### config.mk
export PLATFORM = sky130hd
export DESIGN_NAME = serial_packet_deframer
export DESIGN_NICKNAME = d
export VERILOG_FILES = /design/src/hdl/spkd_pkg.sv /design/src/hdl/spkd_ctrl.sv /design/src/hdl/spkd_dpath.sv /design/src/hdl/serial_packet_deframer.sv
export SDC_FILE = /design/constraint.sdc
export NUM_CORES = 1
export LEC_CHECK = 0
export BUFFER_PORTS_ARGS = -buffer_cell sky130_fd_sc_hd__buf_2
export CORE_MARGIN = 10
export CORE_UTILIZATION = 50
export CTS_BUF_LIST = sky130_fd_sc_hd__clkbuf_8
export DETAILED_ROUTE_END_ITERATION = 12
export PLACE_DENSITY_LB_ADDON = 0.08
export SYNTH_ARGS = -nofsm -noshare
export SYNTH_HDL_FRONTEND = slang
export SYNTH_SLANG_ARGS = --single-unit
### constraint.sdc
create_clock -name clk -period 2.7 [get_ports clk]
set_clock_uncertainty 0.05 [all_clocks]
set_input_delay 0.27 -clock clk [delete_from_list [all_inputs] [get_ports clk]]
set_output_delay 0.27 -clock clk [all_outputs]
set_load 0.005 [all_outputs]
### src/hdl/spkd_pkg.sv
`timescale 1ns / 1ps
// ----------------------------------------------------------------------------
// spkd_pkg
// Shared types for the serial packet deframer: controller states and the
// command and status bundles between the controller and the datapath.
// ----------------------------------------------------------------------------
package spkd_pkg;

  localparam logic [7:0] SYNC_BYTE    = 8'h2B;
  localparam logic [7:0] ID_MAX_SMALL = 8'd3;
  localparam logic [7:0] ID_WIDE      = 8'hFF;

  typedef enum logic [2:0] {
    ST_HUNT,
    ST_ID,
    ST_LEN,
    ST_FILL,
    ST_TRAIL,
    ST_EMIT
  } spkd_state_t;

  // controller to datapath
  typedef struct packed {
    logic clear;       // drop held id, length and fill count
    logic take_id;
    logic take_len;
    logic store_byte;
    logic start_emit;
    logic emit_load;   // read one stored byte into the output register
  } spkd_cmd_t;

  // datapath to controller
  typedef struct packed {
    logic is_sync;
    logic byte_zero;
    logic id_bad;
    logic len_big;
    logic fill_last;
    logic emit_last;
    logic out_free;
  } spkd_status_t;

endpackage

### src/hdl/spkd_ctrl.sv
`timescale 1ns / 1ps
// ----------------------------------------------------------------------------
// spkd_ctrl
// Controller state machine: sync hunt, id, length, data fill, trailing byte
// and the output run.
// ----------------------------------------------------------------------------
module spkd_ctrl (
  input  logic                  clk,
  input  logic                  rst_n,
  input  logic                  in_valid,
  output logic                  in_ready,
  input  spkd_pkg::spkd_status_t status,
  output spkd_pkg::spkd_cmd_t    cmd
);
  import spkd_pkg::*;

  spkd_state_t state_r, state_nxt;
  logic        accept;

  assign accept = in_valid && in_ready;

  // state register
  always_ff @(posedge clk) begin
    if (!rst_n) begin
      state_r <= ST_HUNT;
    end else begin
      state_r <= state_nxt;
    end
  end

  // next state and commands
  always_comb begin
    state_nxt = state_r;
    cmd       = '0;
    in_ready  = 1'b1;
    case (state_r)
      ST_HUNT: begin
        if (accept && status.is_sync) state_nxt = ST_ID;
      end
      ST_ID: begin
        if (accept) begin
          if (status.id_bad) begin
            cmd.clear = 1'b1;
            state_nxt = ST_HUNT;
          end else if (!status.byte_zero) begin
            cmd.take_id = 1'b1;
            state_nxt   = ST_LEN;
          end
        end
      end
      ST_LEN: begin
        if (accept) begin
          if (status.len_big) begin
            cmd.clear = 1'b1;
            state_nxt = ST_HUNT;
          end else if (!status.byte_zero) begin
            cmd.take_len = 1'b1;
            state_nxt    = ST_FILL;
          end
        end
      end
      ST_FILL: begin
        if (accept) begin
          cmd.store_byte = 1'b1;
          if (status.fill_last) state_nxt = ST_TRAIL;
        end
      end
      ST_TRAIL: begin
        // trailing byte value is not checked
        if (accept) begin
          cmd.start_emit = 1'b1;
          state_nxt      = ST_EMIT;
        end
      end
      ST_EMIT: begin
        in_ready = 1'b0;
        if (status.out_free) begin
          cmd.emit_load = 1'b1;
          if (status.emit_last) begin
            cmd.clear = 1'b1;
            state_nxt = ST_HUNT;
          end
        end
      end
      default: begin
        state_nxt = ST_HUNT;
      end
    endcase
  end

endmodule

### src/hdl/spkd_dpath.sv
`timescale 1ns / 1ps
// ----------------------------------------------------------------------------
// spkd_dpath
// Datapath: held id and length, fill and emit counters, payload memory and
// the output register.
// ----------------------------------------------------------------------------
module spkd_dpath #(
  parameter int MAX_PAYLOAD = 16
) (
  input  logic                   clk,
  input  logic                   rst_n,
  input  logic [7:0]             in_rx_byte,
  input  spkd_pkg::spkd_cmd_t    cmd,
  output spkd_pkg::spkd_status_t status,
  output logic                   out_valid,
  input  logic                   out_ready,
  output logic [7:0]             out_packet_id,
  output logic [4:0]             out_packet_length,
  output logic [3:0]             out_byte_index,
  output logic [7:0]             out_data_byte,
  output logic                   out_last_byte
);
  import spkd_pkg::*;

  localparam int LEN_W = $clog2(MAX_PAYLOAD + 1);
  localparam int IDX_W = (MAX_PAYLOAD > 1) ? $clog2(MAX_PAYLOAD) : 1;

  logic [7:0]       held_id_r;
  logic [LEN_W-1:0] held_length_r;
  logic [LEN_W-1:0] fill_index_r;
  logic [LEN_W-1:0] emit_cnt_r;
  logic [7:0]       mem [MAX_PAYLOAD];

  logic             out_valid_r;
  logic [7:0]       out_id_r;
  logic [4:0]       out_len_r;
  logic [3:0]       out_idx_r;
  logic [7:0]       out_data_r;
  logic             out_last_r;

  logic [LEN_W+4:0] len_ext;
  logic [LEN_W+3:0] idx_ext;

  // byte classification
  assign status.is_sync   = (in_rx_byte == SYNC_BYTE);
  assign status.byte_zero = (in_rx_byte == 8'd0);
  assign status.id_bad    = (in_rx_byte > ID_MAX_SMALL) && (in_rx_byte != ID_WIDE);
  assign status.len_big   = (in_rx_byte > 8'(MAX_PAYLOAD));
  assign status.fill_last = ((fill_index_r + LEN_W'(1)) == held_length_r);
  assign status.emit_last = ((emit_cnt_r + LEN_W'(1)) == held_length_r);
  assign status.out_free  = !out_valid_r || out_ready;

  // field fitting to output widths
  assign len_ext = {5'd0, held_length_r};
  assign idx_ext = {4'd0, emit_cnt_r};

  // packet header and counters
  always_ff @(posedge clk) begin
    if (!rst_n) begin
      held_id_r     <= '0;
      held_length_r <= '0;
      fill_index_r  <= '0;
      emit_cnt_r    <= '0;
    end else begin
      if (cmd.take_id)    held_id_r     <= in_rx_byte;
      if (cmd.take_len)   held_length_r <= in_rx_byte[LEN_W-1:0];
      if (cmd.store_byte) fill_index_r  <= fill_index_r + LEN_W'(1);
      if (cmd.start_emit) emit_cnt_r    <= '0;
      else if (cmd.emit_load) emit_cnt_r <= emit_cnt_r + LEN_W'(1);
      if (cmd.clear) begin
        held_id_r     <= '0;
        held_length_r <= '0;
        fill_index_r  <= '0;
      end
    end
  end

  // payload memory write
  always_ff @(posedge clk) begin
    if (cmd.store_byte) mem[fill_index_r[IDX_W-1:0]] <= in_rx_byte;
  end

  // output register, memory read data lands here
  always_ff @(posedge clk) begin
    if (cmd.emit_load) begin
      out_data_r <= mem[emit_cnt_r[IDX_W-1:0]];
      out_id_r   <= held_id_r;
      out_len_r  <= len_ext[4:0];
      out_idx_r  <= idx_ext[3:0];
      out_last_r <= status.emit_last;
    end
  end

  // output valid
  always_ff @(posedge clk) begin
    if (!rst_n) begin
      out_valid_r <= 1'b0;
    end else if (cmd.emit_load) begin
      out_valid_r <= 1'b1;
    end else if (out_ready) begin
      out_valid_r <= 1'b0;
    end
  end

  assign out_valid         = out_valid_r;
  assign out_packet_id     = out_id_r;
  assign out_packet_length = out_len_r;
  assign out_byte_index    = out_idx_r;
  assign out_data_byte     = out_data_r;
  assign out_last_byte     = out_last_r;

  // checks
  a_cmd_excl: assert property (@(posedge clk) disable iff (!rst_n)
    $onehot0({cmd.take_id, cmd.take_len, cmd.store_byte, cmd.start_emit, cmd.emit_load}))
    else $error("spkd_dpath: overlapping commands");

  a_store_bound: assert property (@(posedge clk) disable iff (!rst_n)
    cmd.store_byte |-> (fill_index_r < held_length_r))
    else $error("spkd_dpath: store beyond packet length");

  a_emit_bound: assert property (@(posedge clk) disable iff (!rst_n)
    cmd.emit_load |-> (emit_cnt_r < held_length_r))
    else $error("spkd_dpath: emit beyond packet length");

  a_last_clears: assert property (@(posedge clk) disable iff (!rst_n)
    (cmd.emit_load && status.emit_last) |=> (held_length_r == '0) && out_valid_r && out_last_r)
    else $error("spkd_dpath: packet state not cleared after last item");

endmodule

### src/hdl/serial_packet_deframer.sv
`timescale 1ns / 1ps
// ----------------------------------------------------------------------------
// serial_packet_deframer
// Hunts for sync, takes id, length and data bytes of a serial packet and
// sends the stored data out as a run of items after the trailing byte.
// ----------------------------------------------------------------------------
// Input bytes are taken one per cycle while hunting, filling or waiting.
// After the trailing byte the run of L items leaves one per cycle while the
// receiver takes them, through the registered memory read; input is held
// off until the last item is loaded. Synchronous active-low reset returns
// to the sync hunt with no packet held; the payload memory is not cleared.
module serial_packet_deframer #(
  parameter int MAX_PAYLOAD = 16
) (
  input  logic       clk,
  input  logic       rst_n,
  input  logic       in_valid,
  output logic       in_ready,
  input  logic [7:0] in_rx_byte,
  output logic       out_valid,
  input  logic       out_ready,
  output logic [7:0] out_packet_id,
  output logic [4:0] out_packet_length,
  output logic [3:0] out_byte_index,
  output logic [7:0] out_data_byte,
  output logic       out_last_byte
);
  import spkd_pkg::*;

  spkd_cmd_t    cmd;
  spkd_status_t status;

  spkd_ctrl u_ctrl (
    .clk      (clk),
    .rst_n    (rst_n),
    .in_valid (in_valid),
    .in_ready (in_ready),
    .status   (status),
    .cmd      (cmd)
  );

  spkd_dpath #(
    .MAX_PAYLOAD (MAX_PAYLOAD)
  ) u_dpath (
    .clk               (clk),
    .rst_n             (rst_n),
    .in_rx_byte        (in_rx_byte),
    .cmd               (cmd),
    .status            (status),
    .out_valid         (out_valid),
    .out_ready         (out_ready),
    .out_packet_id     (out_packet_id),
    .out_packet_length (out_packet_length),
    .out_byte_index    (out_byte_index),
    .out_data_byte     (out_data_byte),
    .out_last_byte     (out_last_byte)
  );

endmodule

==> key figures <==
Floorplan
  • FP Rows: 44
  • Initial cell density of the core: 0.508
  • Core area: 14500 um2
  • Chip height: 141 um
  • Ports: 40
  • Total die area: 20000 um2
  • Die W: 141 um

Routing
  • DRC violation count after routing: 0
  • Via/cell ratio: 5.90
  • Vias: 3980
  • DRT Pass-1 Iters: 5
  • Post-route ant nets: 0
  • Post-DR wirelength/cell: 23.8 um
  • DRT iter0 DRCs: 350
  • DRT Wirelength: 16.1 mm

Global routing
  • GR Overflow Total: 0
  • First-pass GRT wire length: 24.8 mm
  • Met1 Track Usage GR: 0.225
  • Met2 global-route usage: 0.262
  • Initial antenna violation count: 0
  • Number of global-route vias before repair: 4065
  • Busiest grt layer: met2
  • Met3 Usage GRT: 0.0401
  • Largest net degree at the start of global routing: 37
  • GRT Util Overall: 0.167

Worst setup path
  • Setup crit start: u_dpath.emit_cnt_r[0]
  • Critical path type: flop to flop
  • Startpoint types: flop
  • Critical Path AT: 2370 ps
  • FF-to-FF Start: u_dpath.emit_cnt_r[0]
  • CP endpoint kind: flop
  • Worst-path maximum fanout: 18
  • CP endpoint: u_dpath.held_id_r[3]
  • Worst r2r path cells: 7
  • Reg-to-Reg End: u_dpath.held_id_r[3]
  • WP data required: 2970 ps
  • Reg2reg setup slack: 600 ps

Clock tree
  • CTS resizes: 0
  • Cts hold-fix bufs: 0
  • Setup bufs post-CTS: 0
  • Maximum buffer depth of the clock tree: 2
  • TritonCTS clock tree: built
  • Clock sink total: 181
  • Clock root cell: clkbuf_8
  • Clock transition at path regs: 80 ps
  • Clk Latency, worst-skew pair: 450 ps
  • Number of buffers created by CTS: 17
  • H-tree depth: 4

STA
  • Fmax: 476 MHz
  • Endpoints failing hold: 0
  • Post-route setup slack: 598 ps
  • Clock period minus worst slack: 2100 ps
  • Period utilisation layout: 0.778
  • Final Max Slew Viols: 0
  • Worst Tran Pin Value: 916 ps
  • Max_slew headroom: 0.384
  • Final setup vio count: 0
  • Setup total negative slack: 0 ps
  • RSZ-0062 raised after global routing: no

Logic synthesis
  • Mean post-synth cell area: 17.9 um2
  • Mapped cell area: 7360 um2
  • Most common library cells after synthesis: edfxtp_1 (154), mux4_2 (40), dfxtp_1 (27)
  • Post-Syn Nets: 428
  • Post-synth cell types: 58
  • Flops & latches, synth: 181
  • Area contributors post-synth: edfxtp_1 (63%), mux4_2 (12%), dfxtp_1 (7.3%)
  • Number of enable flip-flop cells after synthesis: 154
  • Synth top area share: 0.629
  • Largest area contributor in the netlist: edfxtp_1
  • Ys flop type: edfxtp_1
  • Register area share after synthesis: 0.702
  • Syn Inst Count: 411
  • Synth warnings: 0
  • Fraction of registers with async set/reset: 0
  • Most frequent cell after synthesis: edfxtp_1

Finish
  • # fillers: 1103
  • Nets: 495
  • Layout Area Growth over Synthesis: 13.5%
  • Ant. Diodes: 0
  • Final Core Density: 0.577
  • Ratio of cells with drive above 1 in the final layout: 0.326
  • Final instance area: 8350 um2

Placed design
  • Buffers on Ports: 39
  • Routability cong.: 0.845
  • Placed cell areas: 7910 um2
  • Pre-CTS setup slack: 530 ps
  • Detail Placement HPWL: 10.4 mm

Pwr
  • P_leak: 2.72 nW
  • Peak VDD IR: 0.305 mV
  • Total power: 0.00535 W
  • Pwr Density: 640 nW/um2

Run status
  • Outcome: completed

Hold path
  • Hold crit path type: input pin to flop

Flow run
  • Max-cap violations: 0
final cells by class:
| type | instances | area [um2] | share of cell area |
|---|---|---|---|
| clock inverters | 9 | 124 | 0.0148 |
| flip-flops and latches | 181 | 5170 | 0.619 |
| well taps | 184 | 230 | 0.0276 |
| inverters | 8 | 30.0 | 0.00360 |
| clock buffers | 23 | 317 | 0.0379 |
| repair buffers | 67 | 430 | 0.0516 |
| multi-input cells | 203 | 2050 | 0.246 |
state kept, by name, indices dropped and copies added, names as in the netlist, 3 cells and up:
signal,flops
u_dpath.mem,128
u_dpath.held_id_r,8
u_dpath.out_data_byte,8
u_dpath.out_packet_id,8
u_dpath.emit_cnt_r,5
u_dpath.fill_index_r,5
u_dpath.held_length_r,5
u_dpath.out_packet_length,5
u_dpath.out_byte_index,4
u_ctrl.state_r,3
how the worst min path moves through the flow:
stage | start | to | slack (ps) | depth (start not counted)
global route | rst_n | u_ctrl.state_r[2] | 60 | 2
floorplan | in_rx_byte[0] | u_dpath.mem[0][0] | 320 | 0
global placement | u_dpath.held_id_r[0] | u_dpath.out_packet_id[0] | 370 | 0
detailed placement | u_dpath.held_id_r[0] | u_dpath.out_packet_id[0] | 370 | 0
CTS | rst_n | u_ctrl.state_r[2] | 40 | 2
finish | rst_n | u_ctrl.state_r[2] | 90 | 2
cell usage in the layout (no fill, tap or decap), types with 3 or more instances in the layout:
cell and n:
nor3_1 8, a21oi_1 11, xnor2_1 9, nand2_1 18, edfxtp_1 154, nand4_1 3
mux4_2 40, bufinv_16 3, ha_1 5, nand2b_1 4, clkbuf_8 23, nor2_2 11
xor2_1 11, o21ai_0 3, nor2_1 20, dfxtp_1 26, buf_4 26, nand3_1 5
nor2b_1 3, nor4_1 3, buf_2 39, mux2i_1 7, inv_1 8, a211oi_1 3
report_power, final:
part           switching [W]  leakage (nW)  total (W)  internal, W
registers          0.0000377          1.57    0.00307      0.00304
logic               0.000185         0.911   0.000302     0.000117
clock network       0.000911         0.233    0.00197      0.00106
total                0.00113          2.72    0.00535      0.00421
cell families after synthesis:
| kind of cell | after synthesis | synth area share |
|---|---|---|
| compound gates | 40 | 0.0451 |
| xor+xnor | 20 | 0.0238 |
| fa+ha+maj | 5 | 0.00850 |
| buf+inv | 27 | 0.0194 |
| flops | 181 | 0.702 |
| mux | 47 | 0.132 |
| simple gates | 91 | 0.0692 |
layer usage:
layer	wire [um]	vias up
met3	1110	18
met1	6930	2047
li1	-	1758
met4	223	0
met2	7820	157
met5	0	-
stage by stage:
| step | hold WS (ps) | cells |
|---|---|---|
| finish | 85.5 | 675 |
| global route | 63.4 | 675 |
| CTS | 39.5 | 675 |
| detailed placement | 370 | 643 |
| global placement | 368 | 643 |
| floorplan | 319 | 411 |
critical path, stage by stage (launching register included):
cell and delay [ps]:
dfxtp_2 410, ha_1 300, nand4b_4 120, a211oi_2 290
o311ai_4 170, o311ai_4 230, buf_4 320, a21oi_1 70
Note: power is estimated with default switching activity, not from simulation.
